===== config.mk =====
export PLATFORM = sky130hd
export DESIGN_NAME = epoch_ms_to_calendar_fields_unit
export DESIGN_NICKNAME = d
export VERILOG_FILES = /design/src/sv/em2c_pkg.sv /design/src/sv/em2c_div.sv /design/src/sv/epoch_ms_to_calendar_fields_unit.sv
export SDC_FILE = /design/constraint.sdc
export NUM_CORES = 2
export LEC_CHECK = 0
export ABC_AREA = 0
export CORE_UTILIZATION = 35
export CTS_CLUSTER_DIAMETER = 150
export DETAILED_ROUTE_END_ITERATION = 7
export DONT_BUFFER_PORTS = 1
export GPL_ROUTABILITY_DRIVEN = 0
export GPL_TIMING_DRIVEN = 0
export PLACE_DENSITY_LB_ADDON = 0.25
export RECOVER_POWER = 100
export SLEW_MARGIN = 20
export SYNTH_ARGS = -nofsm -noshare
export SYNTH_HDL_FRONTEND = slang
export SYNTH_SLANG_ARGS = --single-unit

===== constraint.sdc =====
create_clock -name clk -period 9.15 [get_ports clk]
set_input_delay 0.915 -clock clk [delete_from_list [all_inputs] [get_ports clk]]
set_output_delay 0.915 -clock clk [all_outputs]
set_load 0.02 [all_outputs]

===== src/sv/em2c_pkg.sv =====
// ----------------------------------------------------------------------------
// Epoch millisecond conversion package
// Payload types and constants shared by the conversion unit and its parts.
// ----------------------------------------------------------------------------
package em2c_pkg;

  // Width of one pass through the shared divider.
  localparam int DivW = 32;

  // Bias that keeps the timestamp positive: 800 whole 400-year cycles of days,
  // a multiple of seven as well.
  localparam logic [54:0] BiasMs = 55'd10098224640000000;
  localparam logic [27:0] DaysTo0301 = 28'd719468;
  localparam logic [19:0] BiasYears = 20'd320000;

  // Divisors of the conversion and their reciprocals, floor(2^32 / d). For any
  // dividend below 2^32 the quotient taken from a reciprocal is exact or one
  // too small.
  localparam logic [DivW-1:0] MsPerSec     = 32'd1000;
  localparam logic [DivW-1:0] RcpSec       = 32'd4294967;
  localparam logic [DivW-1:0] SixtyDiv     = 32'd60;
  localparam logic [DivW-1:0] RcpSixty     = 32'd71582788;
  localparam logic [DivW-1:0] HrsPerDay    = 32'd24;
  localparam logic [DivW-1:0] RcpDay       = 32'd178956970;
  localparam logic [DivW-1:0] DaysPerWeek  = 32'd7;
  localparam logic [DivW-1:0] RcpWeek      = 32'd613566756;
  localparam logic [DivW-1:0] DaysPerEra   = 32'd146097;
  localparam logic [DivW-1:0] RcpEra       = 32'd29398;
  localparam logic [DivW-1:0] DaysPer4Yr   = 32'd1460;
  localparam logic [DivW-1:0] Rcp4Yr       = 32'd2941758;
  localparam logic [DivW-1:0] DaysPer100Yr = 32'd36524;
  localparam logic [DivW-1:0] Rcp100Yr     = 32'd117593;
  localparam logic [DivW-1:0] DaysPerYr    = 32'd365;
  localparam logic [DivW-1:0] RcpYr        = 32'd11767033;
  localparam logic [DivW-1:0] YrsPerCent   = 32'd100;
  localparam logic [DivW-1:0] RcpCent      = 32'd42949672;
  localparam logic [DivW-1:0] MonthSpanDays = 32'd153;
  localparam logic [DivW-1:0] RcpMonthSpan = 32'd28071681;
  localparam logic [DivW-1:0] MonthSpanLen = 32'd5;
  localparam logic [DivW-1:0] RcpFive      = 32'd858993459;

  typedef struct packed {
    logic signed [53:0] time_ms;
    logic               use_local;
  } in_item_t;

  typedef struct packed {
    logic signed [19:0] year;
    logic [3:0]         month;
    logic [4:0]         day_of_month;
    logic [4:0]         hour;
    logic [5:0]         minute;
    logic [5:0]         second;
    logic [9:0]         millisecond;
    logic [2:0]         weekday;
    logic signed [11:0] applied_offset;
  } out_item_t;

endpackage


===== src/sv/em2c_div.sv =====
// ----------------------------------------------------------------------------
// Shared constant divider
// Divides by a constant through its reciprocal on one shared multiplier,
// then corrects the quotient once; done pulses when finished.
// ----------------------------------------------------------------------------
module em2c_div (
  input  logic                         clk,
  input  logic                         rst,
  input  logic                         start,
  input  logic [em2c_pkg::DivW-1:0]    dividend,
  input  logic [em2c_pkg::DivW-1:0]    divisor,
  input  logic [em2c_pkg::DivW-1:0]    recip,
  output logic                         done,
  output logic [em2c_pkg::DivW-1:0]    quot,
  output logic [em2c_pkg::DivW-1:0]    rem
);

  typedef enum logic [1:0] {PH_IDLE, PH_EST, PH_BACK, PH_FIX} phase_t;

  phase_t                      phase;
  logic [em2c_pkg::DivW-1:0]   num;
  logic [em2c_pkg::DivW-1:0]   dsr;
  logic [em2c_pkg::DivW-1:0]   rcp;
  logic [em2c_pkg::DivW-1:0]   est;
  logic [2*em2c_pkg::DivW-1:0] prod;
  logic [em2c_pkg::DivW-1:0]   mul_a;
  logic [em2c_pkg::DivW-1:0]   mul_b;
  logic [em2c_pkg::DivW-1:0]   diff;

  // The multiplier first forms dividend times reciprocal, then the estimate
  // times the divisor, so that the remainder can be checked.
  always_comb begin
    mul_a = (phase == PH_EST) ? num : prod[2*em2c_pkg::DivW-1:em2c_pkg::DivW];
    mul_b = (phase == PH_EST) ? rcp : dsr;
    diff  = num - prod[em2c_pkg::DivW-1:0];
  end

  always_ff @(posedge clk) begin
    if (rst) begin
      phase <= PH_IDLE;
      done  <= 1'b0;
    end else begin
      done <= 1'b0;
      case (phase)
        PH_IDLE: begin
          if (start) begin
            num   <= dividend;
            dsr   <= divisor;
            rcp   <= recip;
            phase <= PH_EST;
          end
        end
        PH_EST: begin
          prod  <= 64'(mul_a) * 64'(mul_b);
          phase <= PH_BACK;
        end
        PH_BACK: begin
          est   <= prod[2*em2c_pkg::DivW-1:em2c_pkg::DivW];
          prod  <= 64'(mul_a) * 64'(mul_b);
          phase <= PH_FIX;
        end
        PH_FIX: begin
          // The estimate is at most one short, so one step puts it right.
          if (diff >= dsr) begin
            quot <= est + 32'd1;
            rem  <= diff - dsr;
          end else begin
            quot <= est;
            rem  <= diff;
          end
          done  <= 1'b1;
          phase <= PH_IDLE;
        end
        default: begin
          phase <= PH_IDLE;
        end
      endcase
    end
  end

endmodule


===== src/sv/epoch_ms_to_calendar_fields_unit.sv =====
// ----------------------------------------------------------------------------
// Epoch milliseconds to calendar fields
// Splits a signed millisecond timestamp into Gregorian date and time fields.
// ----------------------------------------------------------------------------
// The item takes 24 passes through the shared divider, and the result is
// then loaded into the output register. One item is converted at a time:
// the input stalls from acceptance until the result is loaded, and a
// waiting result holds the next item at its last step.
// Synchronous active-high reset clears the sequencer, the output valid flag
// and the zone offset (to zero).
// ----------------------------------------------------------------------------
module epoch_ms_to_calendar_fields_unit (
  input  logic                clk,
  input  logic                rst,
  input  logic                cfg_wr_en,
  input  logic [11:0]         cfg_wr_data,
  input  logic                in_valid,
  output logic                in_stall,
  input  em2c_pkg::in_item_t  in_data,
  output logic                out_valid,
  input  logic                out_stall,
  output em2c_pkg::out_item_t out_data
);

  typedef enum logic [1:0] {IDLE, RUN, WAIT, OUT} state_t;

  // Each step is one division; the first four divide the wide timestamp
  // sixteen bits at a time, one divider pass per chunk.
  typedef enum logic [3:0] {
    ST_MS, ST_SEC, ST_MIN, ST_HR, ST_WDAY, ST_ERA, ST_A, ST_B,
    ST_YOE, ST_C100, ST_MP, ST_DOM
  } step_t;

  state_t state;
  step_t  step;

  logic signed [11:0] zone;
  logic signed [11:0] tz;

  // Wide value being divided, shifted left a chunk per pass while the
  // quotient chunks enter at the bottom, and the remainder carried between.
  logic [63:0] acc;
  logic [15:0] part_rem;
  logic [1:0]  chunk;

  // Intermediate results of the conversion.
  logic [10:0] era;
  logic [17:0] doe;
  logic [17:0] x;
  logic [8:0]  yoe;
  logic [8:0]  doy;
  logic [3:0]  mp;
  logic [4:0]  hr;
  logic [5:0]  mn;
  logic [5:0]  sc;
  logic [9:0]  ms;
  logic [2:0]  wd;
  logic [4:0]  dom;

  logic                         div_start;
  logic [em2c_pkg::DivW-1:0]    div_n;
  logic [em2c_pkg::DivW-1:0]    div_d;
  logic [em2c_pkg::DivW-1:0]    div_m;
  logic                         div_done;
  logic [em2c_pkg::DivW-1:0]    div_q;
  logic [em2c_pkg::DivW-1:0]    div_r;

  logic signed [11:0] tz_sel;
  logic signed [27:0] off_ms;
  logic [54:0]        tbias_next;
  logic [19:0]        year_next;
  logic [17:0]        yoe_terms;
  logic [27:0]        dbias;
  logic [31:0]        chunk_num;

  assign in_stall  = (state != IDLE);
  assign div_start = (state == RUN);

  // Once the hours are divided out, the accumulator holds the biased day.
  assign dbias     = acc[27:0];
  assign chunk_num = {part_rem, acc[63:48]};

  // The offset in milliseconds and the bias are folded in as the item enters,
  // so that every later division works on a positive value.
  always_comb begin
    tz_sel     = in_data.use_local ? zone : 12'sd0;
    off_ms     = 28'(tz_sel * 28'sd60000);
    tbias_next = {in_data.time_ms[53], in_data.time_ms}
               + {{27{off_ms[27]}}, off_ms} + em2c_pkg::BiasMs;
  end

  // Operand selection for the shared divider, one set per step.
  always_comb begin
    div_n = '0;
    div_d = 32'd1;
    div_m = '0;
    case (step)
      ST_MS: begin
        div_n = chunk_num;
        div_d = em2c_pkg::MsPerSec;
        div_m = em2c_pkg::RcpSec;
      end
      ST_SEC, ST_MIN: begin
        div_n = chunk_num;
        div_d = em2c_pkg::SixtyDiv;
        div_m = em2c_pkg::RcpSixty;
      end
      ST_HR: begin
        div_n = chunk_num;
        div_d = em2c_pkg::HrsPerDay;
        div_m = em2c_pkg::RcpDay;
      end
      ST_WDAY: begin
        div_n = 32'(dbias + 28'd4);
        div_d = em2c_pkg::DaysPerWeek;
        div_m = em2c_pkg::RcpWeek;
      end
      ST_ERA: begin
        div_n = 32'(dbias + em2c_pkg::DaysTo0301);
        div_d = em2c_pkg::DaysPerEra;
        div_m = em2c_pkg::RcpEra;
      end
      ST_A: begin
        div_n = 32'(doe);
        div_d = em2c_pkg::DaysPer4Yr;
        div_m = em2c_pkg::Rcp4Yr;
      end
      ST_B: begin
        div_n = 32'(doe);
        div_d = em2c_pkg::DaysPer100Yr;
        div_m = em2c_pkg::Rcp100Yr;
      end
      ST_YOE: begin
        div_n = 32'(x);
        div_d = em2c_pkg::DaysPerYr;
        div_m = em2c_pkg::RcpYr;
      end
      ST_C100: begin
        div_n = 32'(yoe);
        div_d = em2c_pkg::YrsPerCent;
        div_m = em2c_pkg::RcpCent;
      end
      ST_MP: begin
        div_n = 32'({doy, 2'b00} + 11'(doy) + 11'd2);
        div_d = em2c_pkg::MonthSpanDays;
        div_m = em2c_pkg::RcpMonthSpan;
      end
      ST_DOM: begin
        div_n = 32'(12'(mp) * 12'd153 + 12'd2);
        div_d = em2c_pkg::MonthSpanLen;
        div_m = em2c_pkg::RcpFive;
      end
      default: begin
        div_n = '0;
        div_d = 32'd1;
        div_m = '0;
      end
    endcase
  end

  // 365 * yoe + yoe / 4, the days of the whole years in the era so far,
  // before the century correction.
  assign yoe_terms = 18'(yoe) * 18'd365 + 18'(yoe[8:2]);

  // The year counts from March, so January and February belong to the next.
  assign year_next = 20'(era) * 20'd400 + 20'(yoe) - em2c_pkg::BiasYears
                   + ((mp >= 4'd10) ? 20'd1 : 20'd0);

  em2c_div u_div (
    .clk      (clk),
    .rst      (rst),
    .start    (div_start),
    .dividend (div_n),
    .divisor  (div_d),
    .recip    (div_m),
    .done     (div_done),
    .quot     (div_q),
    .rem      (div_r)
  );

  always_ff @(posedge clk) begin
    if (rst) begin
      state     <= IDLE;
      step      <= ST_MS;
      chunk     <= 2'd0;
      part_rem  <= 16'd0;
      zone      <= 12'sd0;
      out_valid <= 1'b0;
    end else begin
      if (cfg_wr_en) begin
        zone <= cfg_wr_data;
      end
      // In OUT the output register is either kept or reloaded below.
      if (out_valid && !out_stall && state != OUT) begin
        out_valid <= 1'b0;
      end
      case (state)
        IDLE: begin
          if (in_valid) begin
            tz       <= tz_sel;
            acc      <= {9'd0, tbias_next};
            part_rem <= 16'd0;
            chunk    <= 2'd0;
            step     <= ST_MS;
            state    <= RUN;
          end
        end
        RUN: begin
          state <= WAIT;
        end
        WAIT: begin
          if (div_done) begin
            state <= RUN;
            case (step)
              ST_MS, ST_SEC, ST_MIN, ST_HR: begin
                acc   <= {acc[47:0], div_q[15:0]};
                chunk <= chunk + 2'd1;
                if (chunk == 2'd3) begin
                  // The last chunk leaves the remainder of the whole value.
                  part_rem <= 16'd0;
                  step     <= step_t'(step + 4'd1);
                  if (step == ST_MS) ms <= div_r[9:0];
                  if (step == ST_SEC) sc <= div_r[5:0];
                  if (step == ST_MIN) mn <= div_r[5:0];
                  if (step == ST_HR) hr <= div_r[4:0];
                end else begin
                  part_rem <= div_r[15:0];
                end
              end
              ST_WDAY: begin
                wd   <= div_r[2:0];
                step <= step_t'(step + 4'd1);
              end
              ST_ERA: begin
                era  <= div_q[10:0];
                doe  <= div_r[17:0];
                step <= step_t'(step + 4'd1);
              end
              ST_A: begin
                x    <= doe - div_q[17:0];
                step <= step_t'(step + 4'd1);
              end
              ST_B: begin
                // Last day of a 400-year cycle is the leap day of its year.
                x    <= x + div_q[17:0] - ((doe == 18'd146096) ? 18'd1 : 18'd0);
                step <= step_t'(step + 4'd1);
              end
              ST_YOE: begin
                yoe  <= div_q[8:0];
                step <= step_t'(step + 4'd1);
              end
              ST_C100: begin
                doy  <= 9'(doe - (yoe_terms - 18'(div_q[2:0])));
                step <= step_t'(step + 4'd1);
              end
              ST_MP: begin
                mp   <= div_q[3:0];
                step <= step_t'(step + 4'd1);
              end
              ST_DOM: begin
                dom   <= 5'(doy - div_q[8:0] + 9'd1);
                state <= OUT;
              end
              default: begin
                state <= IDLE;
              end
            endcase
          end
        end
        OUT: begin
          if (!out_valid || !out_stall) begin
            out_valid               <= 1'b1;
            out_data.year           <= year_next;
            out_data.month          <= (mp < 4'd10) ? mp + 4'd2 : mp - 4'd10;
            out_data.day_of_month   <= dom;
            out_data.hour           <= hr;
            out_data.minute         <= mn;
            out_data.second         <= sc;
            out_data.millisecond    <= ms;
            out_data.weekday        <= wd;
            out_data.applied_offset <= tz;
            state                   <= IDLE;
          end
        end
        default: begin
          state <= IDLE;
        end
      endcase
    end
  end

endmodule


# [Word-level counts from Yosys, hierarchy flattened]
# Index checks and enable logic that the tools add are counted.
[classes] multipliers=5 n_lt_le_gt_ge=3 reduce_logical=38 bitwise=1 n_addsub=25 n_eq_ne=27 mux=41
[op_table] op="30-bit one-hot mux with 11 select lines" count=1
[op_table] op="32-bit one-hot mux with 8 select lines" count=1
[op_table] op="18-bit one-hot mux with 11 select lines" count=1
[op_table] op="64-bit two-way mux" count=3
[op_table] op="64-bit one-hot mux with 2 select lines" count=1
[op_table] op="32-bit by 32-bit multiplier with 64-bit output" count=1
[op_table] op="16-bit two-way mux" count=4
[op_table] op="32-bit two-way mux" count=2
[op_table] op="54-bit by 28-bit adder with 55-bit output" count=1
[op_table] op="55-bit by 54-bit adder with 55-bit output, second input constant" count=1
[op_table] op="18-bit two-way mux" count=2
[op_table] op="18-bit one-hot mux with 2 select lines" count=1
[op_table] op="18-bit subtractor" count=2
[op_table] op="32-bit by 18-bit greater-or-equal comparator with 1-bit output" count=1
[op_table] op="16-bit one-hot mux with 2 select lines" count=1
[op_table] op="4-bit AND reduction" count=8
[op_table] op="32-bit subtractor" count=1
[op_table] op="28-bit by 20-bit adder with 29-bit output, second input constant" count=1
[op_table] op="28-bit by 3-bit adder with 29-bit output, second input constant" count=1
[op_table] op="12-bit by 2-bit adder with 13-bit output, second input constant" count=2
[op_table] op="6-bit AND reduction" count=4
[op_table] op="12-bit by 12-bit multiplier with 23-bit output, second input constant" count=1
[op_table] op="20-bit by 1-bit adder with 20-bit output" count=1
[op_table] op="20-bit by 9-bit adder with 20-bit output" count=1
[op_table] op="other kinds (50)" count=97
[word_totals] in_bits=72 wordCells=178 out_inout_bits=73 reg_bits=491

# [Longest topological paths before layout]
[depth] word_depth=6 depth_mapped=36 depth_no_buf=35

# [Modules after synthesis]
# A second synthesis with hierarchy kept.
[hier_totals] cells_unflattened=7248 area_unflattened_um2=69187.6
[modules_own_cells] module="em2c_div" seq_area_each_um2=7747.4 cells_each=4794 area_per_inst_um2=45225.9 instances=1
[modules_own_cells] module="epoch_ms_to_calendar_fields_unit" seq_area_each_um2=8277.9 cells_each=2454 area_per_inst_um2=23961.7 instances=1

# [Least setup slack after synthesis]
# OpenSTA, ideal clock, no wires.
[synth_timing] path_type="input to register" from="input in_data[0] in the netlist's numbering" to="register acc[46] (data pin)" setup_slack_ns=0.092 required_ns=8.880 setup_time_ns=0.270 path_buffers=1 cell_stages=34 arrival_time_ns=8.788 path_cell_list="clkbuf_1 -> and2_1 -> ha_1 -> ha_1 -> fa_1 -> inv_1 -> fa_1 -> inv_1 -> ha_1 -> o21ai_0 -> a21boi_0 -> o21ai_0 -> a21oi_1 -> o21ai_0 -> a21oi_1 -> o31ai_1 -> a21oi_1 -> a211oi_1 -> a21oi_1 -> xnor2_1 -> ha_1 -> ha_1 -> a21o_1 -> a21o_1 -> a21o_1 -> a21o_1 -> a21oi_1 -> nor2_1 -> a2111oi_0 -> a211oi_1 -> o21ai_1 -> o21ai_1 -> xnor2_1 -> a21oi_1"
[synth_via] elab_chain_len=6
[synth_lines] element="start: declaration" line_no="epoch_ms_to_calendar_fields_unit.sv:19" text="input em2c_pkg::in_item_t in_data,"
[synth_lines] element="12-bit two-way mux" line_no="epoch_ms_to_calendar_fields_unit.sv:86" text="tz_sel = in_data.use_local ? zone : 12'sd0;"
[synth_lines] element="named net tz_sel[6]" line_no="epoch_ms_to_calendar_fields_unit.sv:68" text="logic signed [11:0] tz_sel;"
[synth_lines] element="12-bit by 12-bit multiplier with 23-bit output" line_no="epoch_ms_to_calendar_fields_unit.sv:87" text="off_ms = 28'(tz_sel * 28'sd60000);"
[synth_lines] element="54-bit by 28-bit adder with 55-bit output" line_no="epoch_ms_to_calendar_fields_unit.sv:89" text="+ {{27{off_ms[27]}}, off_ms} + em2c_pkg::BiasMs;"
[synth_lines] element="55-bit by 54-bit adder with 55-bit output" line_no="epoch_ms_to_calendar_fields_unit.sv:89"
[synth_lines] element="64-bit two-way mux" line_no="epoch_ms_to_calendar_fields_unit.sv:199" text="if (in_valid) begin"
[synth_lines] element="64-bit one-hot mux with 2 select lines" line_no="epoch_ms_to_calendar_fields_unit.sv:197" text="case (state)"
[synth_lines] element="end signal: assignment" line_no="epoch_ms_to_calendar_fields_unit.sv:201" text="acc <= {9'd0, tbias_next};"
[synth_lines] element="end signal: assignment" line_no="epoch_ms_to_calendar_fields_unit.sv:216" text="acc <= {acc[47:0], div_q[15:0]};"
[synth_lines] element="end: declaration" line_no="epoch_ms_to_calendar_fields_unit.sv:42" text="logic [63:0] acc;"
# The timed path passes the listed nets, and every way through them passes these cells. The select of a mux whose other input is x is not followed.
# A chain may end at the register's enable or synchronous reset.

# [Final worst setup path]
[layout_timing] from="register u_div.num[13] in the netlist's numbering" to="register u_div.prod[58] in the netlist's numbering (data pin)"
[layout_via] elab_chain_len=2
[layout_lines] element="start: declaration" line_no="em2c_div.sv:21" text="logic [em2c_pkg::DivW-1:0] num;"
[layout_lines] element="start signal: assignment" line_no="em2c_div.sv:47" text="num <= dividend;"
[layout_lines] element="32-bit two-way mux" line_no="em2c_div.sv:33" text="mul_a = (phase == PH_EST) ? num : prod[2*em2c_pkg::DivW-1:em2c_pkg::DivW];"
[layout_lines] element="32-bit by 32-bit multiplier with 64-bit output" line_no="em2c_div.sv:54, em2c_div.sv:59"
[layout_lines] element="end signal: assignment" line_no="em2c_div.sv:54" text="prod <= 64'(mul_a) * 64'(mul_b);"
[layout_lines] element="end signal: assignment" line_no="em2c_div.sv:59" text="prod <= 64'(mul_a) * 64'(mul_b);"
[layout_lines] element="end: declaration" line_no="em2c_div.sv:25" text="logic [2*em2c_pkg::DivW-1:0] prod;"
# No other way between the ends.

==> impl_summary.log <==
INFO  metric postSynthNetCount = around 8500
INFO  metric die_area = 187000 µm²
INFO  metric holdCritStartpoint = cfg_wr_data[7]
INFO  metric globalRoute.totalOverflow = 0
INFO  metric failed_checks = DRC
INFO  metric detailroute.via_count = 49800
INFO  metric capture_point_of_the_worst_reg_to_reg_path = u_div.prod[58]
INFO  metric clk_latency = 700 ps
INFO  metric maximum_buffer_depth_of_the_clock_tree = 3
INFO  metric path_buf_inv = 6
INFO  metric finish.instance_area = 71900 µm²
INFO  metric syn2layout_area_growth = 11.1%
INFO  metric timing.slew.headroom = 0.197
INFO  metric drt_iter0_markers = 5092
INFO  metric synth.yosys.seq_area_share = 0.219
INFO  metric worst-slew-pin-transition = about 1200 ps
INFO  metric grt_setup_unrepaired = yes
INFO  metric core_region_area = 183000 µm²
INFO  metric maxSlewViolCount = 0
INFO  metric initial_core_util = 0.353
INFO  metric timing.final.crit_period = 9080 ps
INFO  metric timing.final.setup_violations = 0
INFO  metric cts.clk_slew.worst_paths = 70 ps
INFO  metric dpl-instance-area = between 60000 and 70000 µm²
INFO  metric ff2ff_path_depth = 28
INFO  metric hold_violations = 0
INFO  metric chipHeight = 432 µm
INFO  metric clock.fmax = 110 MHz
INFO  metric routed_wl = 226000 µm
INFO  metric cts_max_level = 2
INFO  metric dr.pass1.iters = 8
INFO  metric hpwl = 184000 µm
INFO  metric fraction_of_final_layout_cells_with_drive_strength_greater_than_1 = 0.0675
INFO  metric detail_route.wl_per_cell = 23.9 µm
INFO  metric antenna_found_initial = 14
INFO  metric critPathCaptureType = flop
INFO  metric fin_nets = 8593
INFO  metric arrival = 9490 ps
INFO  metric timing.hold.worst.class = input pin to flop
INFO  metric grt_pass1_vias = 50800
INFO  metric rows = approximately 160
INFO  metric yosys.area_share.xor_xnor = 0.0374
INFO  metric grt_first_pass_wirelength = 332000 µm
INFO  metric synth_edf_count = ~450
INFO  metric globalRouteTotalUtil = 0.242
INFO  metric synth.top_cells.by_count = inv_1, fa_1, nand2_1, ha_1, nor2_1
INFO  metric postSynthAreaPerCell = between 9 and 10 µm²
INFO  metric clock_sink_count = 485
INFO  metric synth_compound_gate_area_share = 0.0882
INFO  metric dieWidth = approximately 430 µm
INFO  metric muxShareOfSynthArea = 0.0143
INFO  metric post_synth_and_or_nand_nor_area_fraction = 0.132
INFO  metric synth_fa_ha_area_frac = 0.417
INFO  metric synth_top_cell_area_share = 0.287
INFO  metric min_delay_path_depth = 2
INFO  metric tritoncts = yes
INFO  metric remaining_drc_errors = 2
INFO  metric worstPathMaxFanout = 8
INFO  metric required_time_of_the_critical_path = 9560 ps
INFO  metric synth_ff_type = edfxtp_1
INFO  metric floorplan.io_pins = 145
INFO  metric yosys_register_bits = ~490
INFO  metric synth-async-reset-ratio = 0
INFO  metric synthMostInstantiatedCell = inv_1
INFO  metric finalCritPeriodShare = 0.992
INFO  metric worst_path_dominant_cell_family = adder cells
INFO  metric cts_buffers = 54
INFO  metric worstHoldEndpoint = zone[7]
INFO  metric crit_path_frequent_cell = fa_1
INFO  metric synth_cells = 6803
INFO  metric worst-r2r-setup-slack = 70 ps
INFO  metric cts_root_buf = clkbuf_16
INFO  metric synth_cell_type_count = 91
INFO  metric slowest_delay = approximately 1200 ps
INFO  metric netlist_area = between 60000 and 70000 µm²
INFO  metric worst_setup_path_start_kind = flop
INFO  metric setup.worst_path.start = u_div.num[13]
INFO  metric cts_hold_buffers = 0
INFO  metric outcome = finished with violations
INFO  metric synth_top_family_by_area = adder cells
INFO  metric port-buffer-count = 0
INFO  metric yosysWarningCount = 0
INFO  metric synth_area_leader_cell = fa_1
INFO  metric reg_to_reg_startpoint = u_div.num[13]
INFO  metric cpMaxStageDelayCell = edfxtp_1
INFO  metric synth_area_leaders = fa_1, edfxtp_1, ha_1, inv_1, nand2_1
INFO  metric grt_start_max_net_pins = 28
INFO  metric detail_route.vias_per_cell = 5.28
INFO  metric fin_skew = 46.1 ps
INFO  metric max-cap-violations = 0
INFO  metric drtAntennaViolNets = 0
INFO  metric critPathKind = flop to flop
[sequential cells by signal, indices dropped and copies added (netlist names), 30 cells and up]
| name | flops |
|---|---|
| u_div.prod | 64 |
| u_div.num | 32 |
| acc | 64 |
| u_div.rcp | 30 |
| out_data | 71 |
[metal layers]
layer | vias up | share of wire | GRT usage
met2 | 2206 | 0.44 | 0.377
met3 | 494 | 0.098 | 0.0579
met5 | - | 0.00052 | 0
li1 | 22100 | - | -
met4 | 16 | 0.053 | 0.105
met1 | 24900 | 0.41 | 0.318
[cell usage in the layout, fill, tap and decap left out, drive strengths merged, types with 34 or more instances in the layout]
master | netlist | routed
o21bai | 34 | 34
xor2 | 112 | 112
o21ai | 201 | 201
dfxtp | 40 | 40
nand2b | 48 | 48
buf | 22 | 134
nand3 | 87 | 87
fa | 926 | 926
ha | 673 | 673
nor2 | 490 | 490
and3 | 209 | 209
o21a | 40 | 40
nand2 | 775 | 775
nor3 | 46 | 46
mux2 | 35 | 35
and2 | 64 | 64
xnor2 | 164 | 164
a21o | 113 | 113
a21oi | 265 | 265
nand4 | 34 | 34
nor2b | 45 | 45
mux2i | 53 | 53
inv | 1328 | 1336
clkbuf | 234 | 249
edfxtp | 445 | 445
[worst register-to-register path: cells and delay by family, from the launching register on]
| kind | cells | cell delay [ps] |
|---|---|---|
| fa+ha+maj | 9 | 4040 |
| compound gates | 9 | 1960 |
| flops | 1 | 1160 |
| mux | 1 | 550 |
| buf+inv | 6 | 460 |
| xor+xnor | 1 | 410 |
| simple gates | 2 | 280 |
[stage by stage]
stage                     hold WS [ps]  setup TNS, ps   util  worst slack [ps]  cells
after floorplan                    400              0      -              91.6   6803
after detailed placement           405         -82910  0.373             -2640   9306
after global placement             401        -318900  0.370             -2620   9267
after global routing               371           -134  0.392             -50.6   9430
final                              388              0  0.392              69.2   9431
after CTS                          349              0  0.389              3.72   9414
[kinds of logic (layout without fill, tap and decap cells)]
group	after synthesis	in the layout
AND/OR/NAND/NOR	1878	1878
adder cells (fa/ha/maj)	1599	1599
buffers and inverters	1586	1748
AO/OA/AOI/OAI	891	891
flip-flops	485	485
XOR/XNOR	276	276
multiplexers	88	88
other	0	2
[final cells by class]
| class | instances | area (µm²) |
|---|---|---|
| multi-input cells | 4732 | 45500 |
| diodes | 2 | 5.00 |
| well taps | 2464 | 3080 |
| fillers | 18200 | 111000 |
| inverters | 1330 | 5000 |
| repair buffers | 87 | 1010 |
| clock buffers | 64 | 1480 |
| flip-flops and latches | 485 | 14200 |
| plain buffers | 232 | 1250 |
| clock inverters | 35 | 424 |
[timing repair]
item                                    CTS  global route
gates resized for setup                 220           159
setup buffers                            24            24
pin swaps                                 7            14
endpoints found under the setup margin   50            32
[how the worst max path moves through the flow]
stage,cells after the start,end
2_1_floorplan,34,acc[46]
3_3_place_gp,32,u_div.prod[61]
3_5_place_dp,32,u_div.prod[61]
4_1_cts,29,u_div.prod[58]
5_1_grt,31,u_div.prod[45]
6_report,28,u_div.prod[58]
Power is not shown: default switching activity piles up to over one toggle a cycle in this logic, so the estimate is an artifact.
